[config.mk]
export PLATFORM = sky130hd
export DESIGN_NAME = mpfb_ctrl
export DESIGN_NICKNAME = d
export VERILOG_FILES = /design/src/rtl/mpfb_pkg.sv /design/src/rtl/mpfb_ctrl.sv
export SDC_FILE = /design/constraint.sdc
export NUM_CORES = 1
export LEC_CHECK = 0
export BUFFER_PORTS_ARGS = -buffer_cell sky130_fd_sc_hd__clkbuf_2
export CAP_MARGIN = 20
export CORE_UTILIZATION = 53
export CTS_BUF_LIST = sky130_fd_sc_hd__clkbuf_4
export CTS_CLUSTER_SIZE = 16
export DETAILED_ROUTE_END_ITERATION = 6
export PLACE_DENSITY_LB_ADDON = 0.12
export SYNTH_ARGS = -nofsm -noshare
export SYNTH_HDL_FRONTEND = slang
export SYNTH_SLANG_ARGS = --single-unit
export TNS_END_PERCENT = 10
[constraint.sdc]
create_clock -name clk -period 6.4 [get_ports clk]
set_input_delay 1.92 -clock clk [delete_from_list [all_inputs] [get_ports clk]]
set_output_delay 1.92 -clock clk [all_outputs]
set_load 0.02 [all_outputs]
[src/rtl/mpfb_pkg.sv]
package mpfb_pkg;

  // store geometry
  localparam int MAX_WIDTH   = 128;
  localparam int MAX_HEIGHT  = 64;
  localparam int STORE_PAGES = (MAX_HEIGHT + 7) / 8;
  localparam int STORE_BYTES = MAX_WIDTH * STORE_PAGES;
  localparam int ADDR_W      = $clog2(STORE_BYTES);

  // fixed widths of fields and derived values
  localparam int EW_W    = 9;          // effective width, up to 128
  localparam int EH_W    = 8;          // effective height, up to 64
  localparam int HB_W    = EH_W - 3;   // complete pages
  localparam int BIDX_W  = 10;
  localparam int CMP_W   = BIDX_W + 1;
  localparam int DCNT_W  = $clog2(BIDX_W + 1);
  localparam int CFG_IDX_W = 1;

  localparam logic [7:0] WIDTH_RESET  = 8'd128;
  localparam logic [6:0] HEIGHT_RESET = 7'd64;

  // register indexes
  localparam logic [CFG_IDX_W-1:0] CFG_WIDTH  = 1'b0;
  localparam logic [CFG_IDX_W-1:0] CFG_HEIGHT = 1'b1;

  typedef enum logic [1:0] {
    OP_SET  = 2'd0,
    OP_GET  = 2'd1,
    OP_FILL = 2'd2,
    OP_BYTE = 2'd3
  } op_t;

  typedef struct packed {
    logic load;
    logic clr_step;
    logic rd_px;
    logic wr_px;
    logic fill_init;
    logic rd_fill;
    logic wr_fill;
    logic fill_adv;
    logic div_start;
    logic div_step;
    logic rd_byte;
    logic res_clear;
    logic pix_done;
    logic fill_done;
    logic byte_done;
    logic out_load;
  } mpfb_cmd_t;

  typedef struct packed {
    op_t  op;
    logic clr_last;
    logic pix_ok;
    logic fill_ok;
    logic hb_zero;
    logic div_last;
    logic col_ok;
    logic fill_last_pg;
    logic fill_last_col;
    logic out_free;
  } mpfb_status_t;

endpackage

[src/rtl/mpfb_ctrl.sv]
module mpfb_ctrl (
  input  logic                   clk,
  input  logic                   rst_n,
  input  logic                   in_valid,
  input  mpfb_pkg::mpfb_status_t status,
  output mpfb_pkg::mpfb_cmd_t    cmd,
  output logic                   in_stall
);
  import mpfb_pkg::*;

  typedef enum logic [9:0] {
    S_CLEAR    = 10'b00_0000_0001,
    S_IDLE     = 10'b00_0000_0010,
    S_DECODE   = 10'b00_0000_0100,
    S_PIX      = 10'b00_0000_1000,
    S_FILL_RD  = 10'b00_0001_0000,
    S_FILL_WR  = 10'b00_0010_0000,
    S_DIV      = 10'b00_0100_0000,
    S_BYTE_CHK = 10'b00_1000_0000,
    S_BYTE_RD  = 10'b01_0000_0000,
    S_RESP     = 10'b10_0000_0000
  } state_t;

  state_t state_r, state_nxt;

  always_ff @(posedge clk) begin
    if (!rst_n) begin
      state_r <= S_CLEAR;
    end else begin
      state_r <= state_nxt;
    end
  end

  always_comb begin
    state_nxt = state_r;
    cmd       = '0;
    case (state_r)
      S_CLEAR: begin
        cmd.clr_step = 1'b1;
        if (status.clr_last) begin
          state_nxt = S_IDLE;
        end
      end
      S_IDLE: begin
        if (in_valid) begin
          cmd.load  = 1'b1;
          state_nxt = S_DECODE;
        end
      end
      S_DECODE: begin
        case (status.op)
          OP_SET, OP_GET: begin
            if (status.pix_ok) begin
              cmd.rd_px = 1'b1;
              state_nxt = S_PIX;
            end else begin
              cmd.res_clear = 1'b1;
              state_nxt     = S_RESP;
            end
          end
          OP_FILL: begin
            if (status.fill_ok) begin
              cmd.fill_init = 1'b1;
              state_nxt     = S_FILL_RD;
            end else begin
              cmd.res_clear = 1'b1;
              state_nxt     = S_RESP;
            end
          end
          OP_BYTE: begin
            if (status.hb_zero) begin
              cmd.res_clear = 1'b1;
              state_nxt     = S_RESP;
            end else begin
              cmd.div_start = 1'b1;
              state_nxt     = S_DIV;
            end
          end
          default: begin
            cmd.res_clear = 1'b1;
            state_nxt     = S_RESP;
          end
        endcase
      end
      S_PIX: begin
        cmd.wr_px    = status.op == OP_SET;
        cmd.pix_done = 1'b1;
        state_nxt    = S_RESP;
      end
      S_FILL_RD: begin
        cmd.rd_fill = 1'b1;
        state_nxt   = S_FILL_WR;
      end
      S_FILL_WR: begin
        cmd.wr_fill = 1'b1;
        if (status.fill_last_pg && status.fill_last_col) begin
          cmd.fill_done = 1'b1;
          state_nxt     = S_RESP;
        end else begin
          cmd.fill_adv = 1'b1;
          state_nxt    = S_FILL_RD;
        end
      end
      S_DIV: begin
        cmd.div_step = 1'b1;
        if (status.div_last) begin
          state_nxt = S_BYTE_CHK;
        end
      end
      S_BYTE_CHK: begin
        if (status.col_ok) begin
          cmd.rd_byte = 1'b1;
          state_nxt   = S_BYTE_RD;
        end else begin
          cmd.res_clear = 1'b1;
          state_nxt     = S_RESP;
        end
      end
      S_BYTE_RD: begin
        cmd.byte_done = 1'b1;
        state_nxt     = S_RESP;
      end
      S_RESP: begin
        if (status.out_free) begin
          cmd.out_load = 1'b1;
          state_nxt    = S_IDLE;
        end
      end
      default: begin
        state_nxt = S_CLEAR;
      end
    endcase
  end

  assign in_stall = state_r != S_IDLE;

  a_busy_after_load: assert property (@(posedge clk) disable iff (!rst_n)
    cmd.load |=> in_stall) else $error("item accepted while busy");

  a_idle_after_result: assert property (@(posedge clk) disable iff (!rst_n)
    cmd.out_load |=> !in_stall) else $error("no return to idle after result");

endmodule

==> impl_metrics.tcl <==
set metrics [dict create \
    outcome "finished clean" \
    numClockSinks 10 \
    drt_first_pass_iters 4 \
    setup.worst_path.start_class "input port" \
    post_synth_top_area_share_pct 25.4 \
    asyncSetResetFlopFracSynth_pct 0 \
    layout.cells.most_common "sky130_fd_sc_hd__clkbuf_2" \
    critical_path.endpoint "cmd[7]" \
    grt_setup_unrepaired "no" \
    critical_path_required_ps 4480 \
    regMostFlops "state_r" \
    hold_viol 0 \
    detail_route.wl_per_cell_um 12.7 \
    floorplan.initialDensity_pct 58.4 \
    r2r_start "state_r[0]$_SDFFE_PN1P_" \
    worstPathArrival_ps 2700 \
    crit_path_cell_trace "clkbuf_2 > nand2_1 > or3_1 > inv_1 > clkbuf_2" \
    share_of_the_clock_period_used_by_the_worst_path_after_layout_pct 72.2 \
    chipHeight_um 40.6 \
    num-nets-final 148 \
    hold_buffers 0 \
    synth_top_flop_cell "sky130_fd_sc_hd__dfxtp_1" \
    power_density_nw_per_um2 215 \
    final_cell_mix "sky130_fd_sc_hd__clkbuf_2, sky130_fd_sc_hd__nor2_1, sky130_fd_sc_hd__nor3_1" \
    critPathMaxStageDelay_ps 370 \
    fin_util_pct 70.1 \
    vias 866 \
    synth_top_cell_by_area "sky130_fd_sc_hd__dfxtp_1" \
    cts.reportedPaths.clkPinSlew_ps 60 \
    fp.dieArea_um2 1650 \
    largest_reg_flops 10 \
    drt_wl_total_mm 1.86 \
    fin_tns_setup_ps 0 \
    core.rowCount 13 \
    power.ir.vdd_worst_uv 128 \
    final_worst_path_period_need_ps 4620 \
    static-leakage-power_nw 0.450 \
    gpl.final_weighted_congestion 0.747 \
    drcViolationCount 0 \
    post_drt_via_cell_ratio 5.89 \
    synth_area_per_cell_um2 7.44 \
    reg2reg_setup_slack_ps 4060 \
    grt.total_usage_pct 26.9 \
    critPathKind "input port to output port" \
    worst_min_delay_path_startpoint "state_r[4]$_SDFFE_PN0P_" \
    first_global_vias 652 \
    cts_h_tree_depth 1 \
    grt_max_degree 13 \
    timing.hold.worst.class "flop to flop" \
    reg.largest.list "state_r (10)" \
    worst_skew_pair.late_latency_ps 260 \
    synth.cell_area_um2 788 \
    setup.worst_path.start "status[10]" \
    critical_path_end_type "output port" \
    cts.root.buffer_cell "sky130_fd_sc_hd__clkbuf_4" \
    sequential_share_of_the_synthesized_area_pct 25.4 \
    number_of_pins_exceeding_their_max_slew_limit_in_the_final_report 0 \
    fmaxAchievable_ghz 0.216 \
    synth.lib_cells_used.distinct 41 \
    most_numerous_cell_on_the_critical_path "sky130_fd_sc_hd__clkbuf_2" \
    antenna-diode-count 0 \
    synth_enable_flop_cells 0 \
    grt_antenna_before_repair 0 \
    drtIter0Drc 27 \
    cts_tree "built" \
    final_cells 147 \
    clock-skew-final_ps 7.60 \
    core_um2 1350 \
    clock_path_buffers 2 \
    ys.warnings.count 0 \
    floorplan.io_pins 31 \
    drv_cap 0 \
    cts_buffers 3 \
    final_layout_size_suffix_gt1_share_pct 31.1 \
    design_area_um2 946 \
    postSynthNetCount 120 \
    synth-seq-cells 10 \
    cts_setup_buffers 0 \
    path_max_fanout 5 \
    tightest_slew_ps 488 \
    placed_area_um2 923 \
    regToRegEndpoint "state_r[4]$_SDFFE_PN0P_" \
    cts_resized 0 \
    route.antenna.remaining_nets 0 \
    synth_top_cells_by_area "sky130_fd_sc_hd__dfxtp_1, sky130_fd_sc_hd__nor3_1, sky130_fd_sc_hd__nor2_1" \
    post_synth_inst_count 106 \
    area_delta_synth_final_pct 20.0 \
    io_buffers 30 \
    grt_overflow_total 0 \
    setup_viol_count_final 0 \
    chipWidth_um 40.6 \
    crit_path_top_delay_cell "sky130_fd_sc_hd__or3_1" \
    place_inst 144 \
    relSlewSlack_pct 67.1 \
    worst_r2r_path_depth 5 \
    hpwl_mm 1.47 \
    grt_first_pass_wirelength_mm 2.95 \
]
report_power, final:
group,total (mW),internal [mW],switching [mW]
Combinational,0.0815,0.0372,0.0443
Sequential,0.0803,0.0670,0.0133
Clock,0.0414,0.0216,0.0197
Total,0.203,0.126,0.0774
layer usage:
layer | wire length [um] | global-route usage, %
met3 | 80 | 3.33
met4 | 12 | 10.0
met1 | 910 | 38.2
met2 | 859 | 40.5
met5 | 0 | 0
cells in the mapped netlist (all sizes together), types with 2 or more instances:
cell type	count
nand2	7
xnor2	2
nand2b	4
and3	2
and4	3
nand3	3
nor4	2
dfxtp	10
nor4b	5
or3	3
or4	2
a21oi	2
clkbuf	6
inv	6
nor2	14
xor2	2
nor3	11
nand4	3
cell type report:
class	count	area, um2
clock buffer	3	22.5
timing repair buffer	30	150
tap	15	18.8
sequential	10	200
inverter	6	22.5
multi-input combinational	83	532
fill	119	404
through the flow:
step                      total power, mW  setup WS, ps  hold WS, ps
final                               0.203          1780          587
after global routing                0.217          1710          627
after CTS                           0.204          1780          581
after detailed placement            0.162          1780          573
after global placement              0.161          1800          565
after floorplan                     0.147          1910          517
cell families (layout without fill, tap and decap cells):
logic type / count (synthesis) / in the layout / synth area share (%)
flops: 10 / 10 / 25.4
xor+xnor: 4 / 4 / 4.45
buf+inv: 13 / 39 / 7.14
compound gates: 12 / 12 / 11.6
simple gates: 67 / 67 / 51.4
worst min path at each step:
stage,end,depth (start not counted)
final,state_r[5]$_SDFFE_PN0P_,2
after global routing,state_r[5]$_SDFFE_PN0P_,2
after CTS,state_r[5]$_SDFFE_PN0P_,2
after detailed placement,state_r[5]$_SDFFE_PN0P_,2
after global placement,state_r[5]$_SDFFE_PN0P_,2
after floorplan,state_r[5]$_SDFFE_PN0P_,2
worst max-delay path: cells and delay by family:
kind	cells	cell delay (ps)
buffers and inverters	3	340
AND/OR/NAND/NOR	2	440
Power figures use the tool's default switching activity.
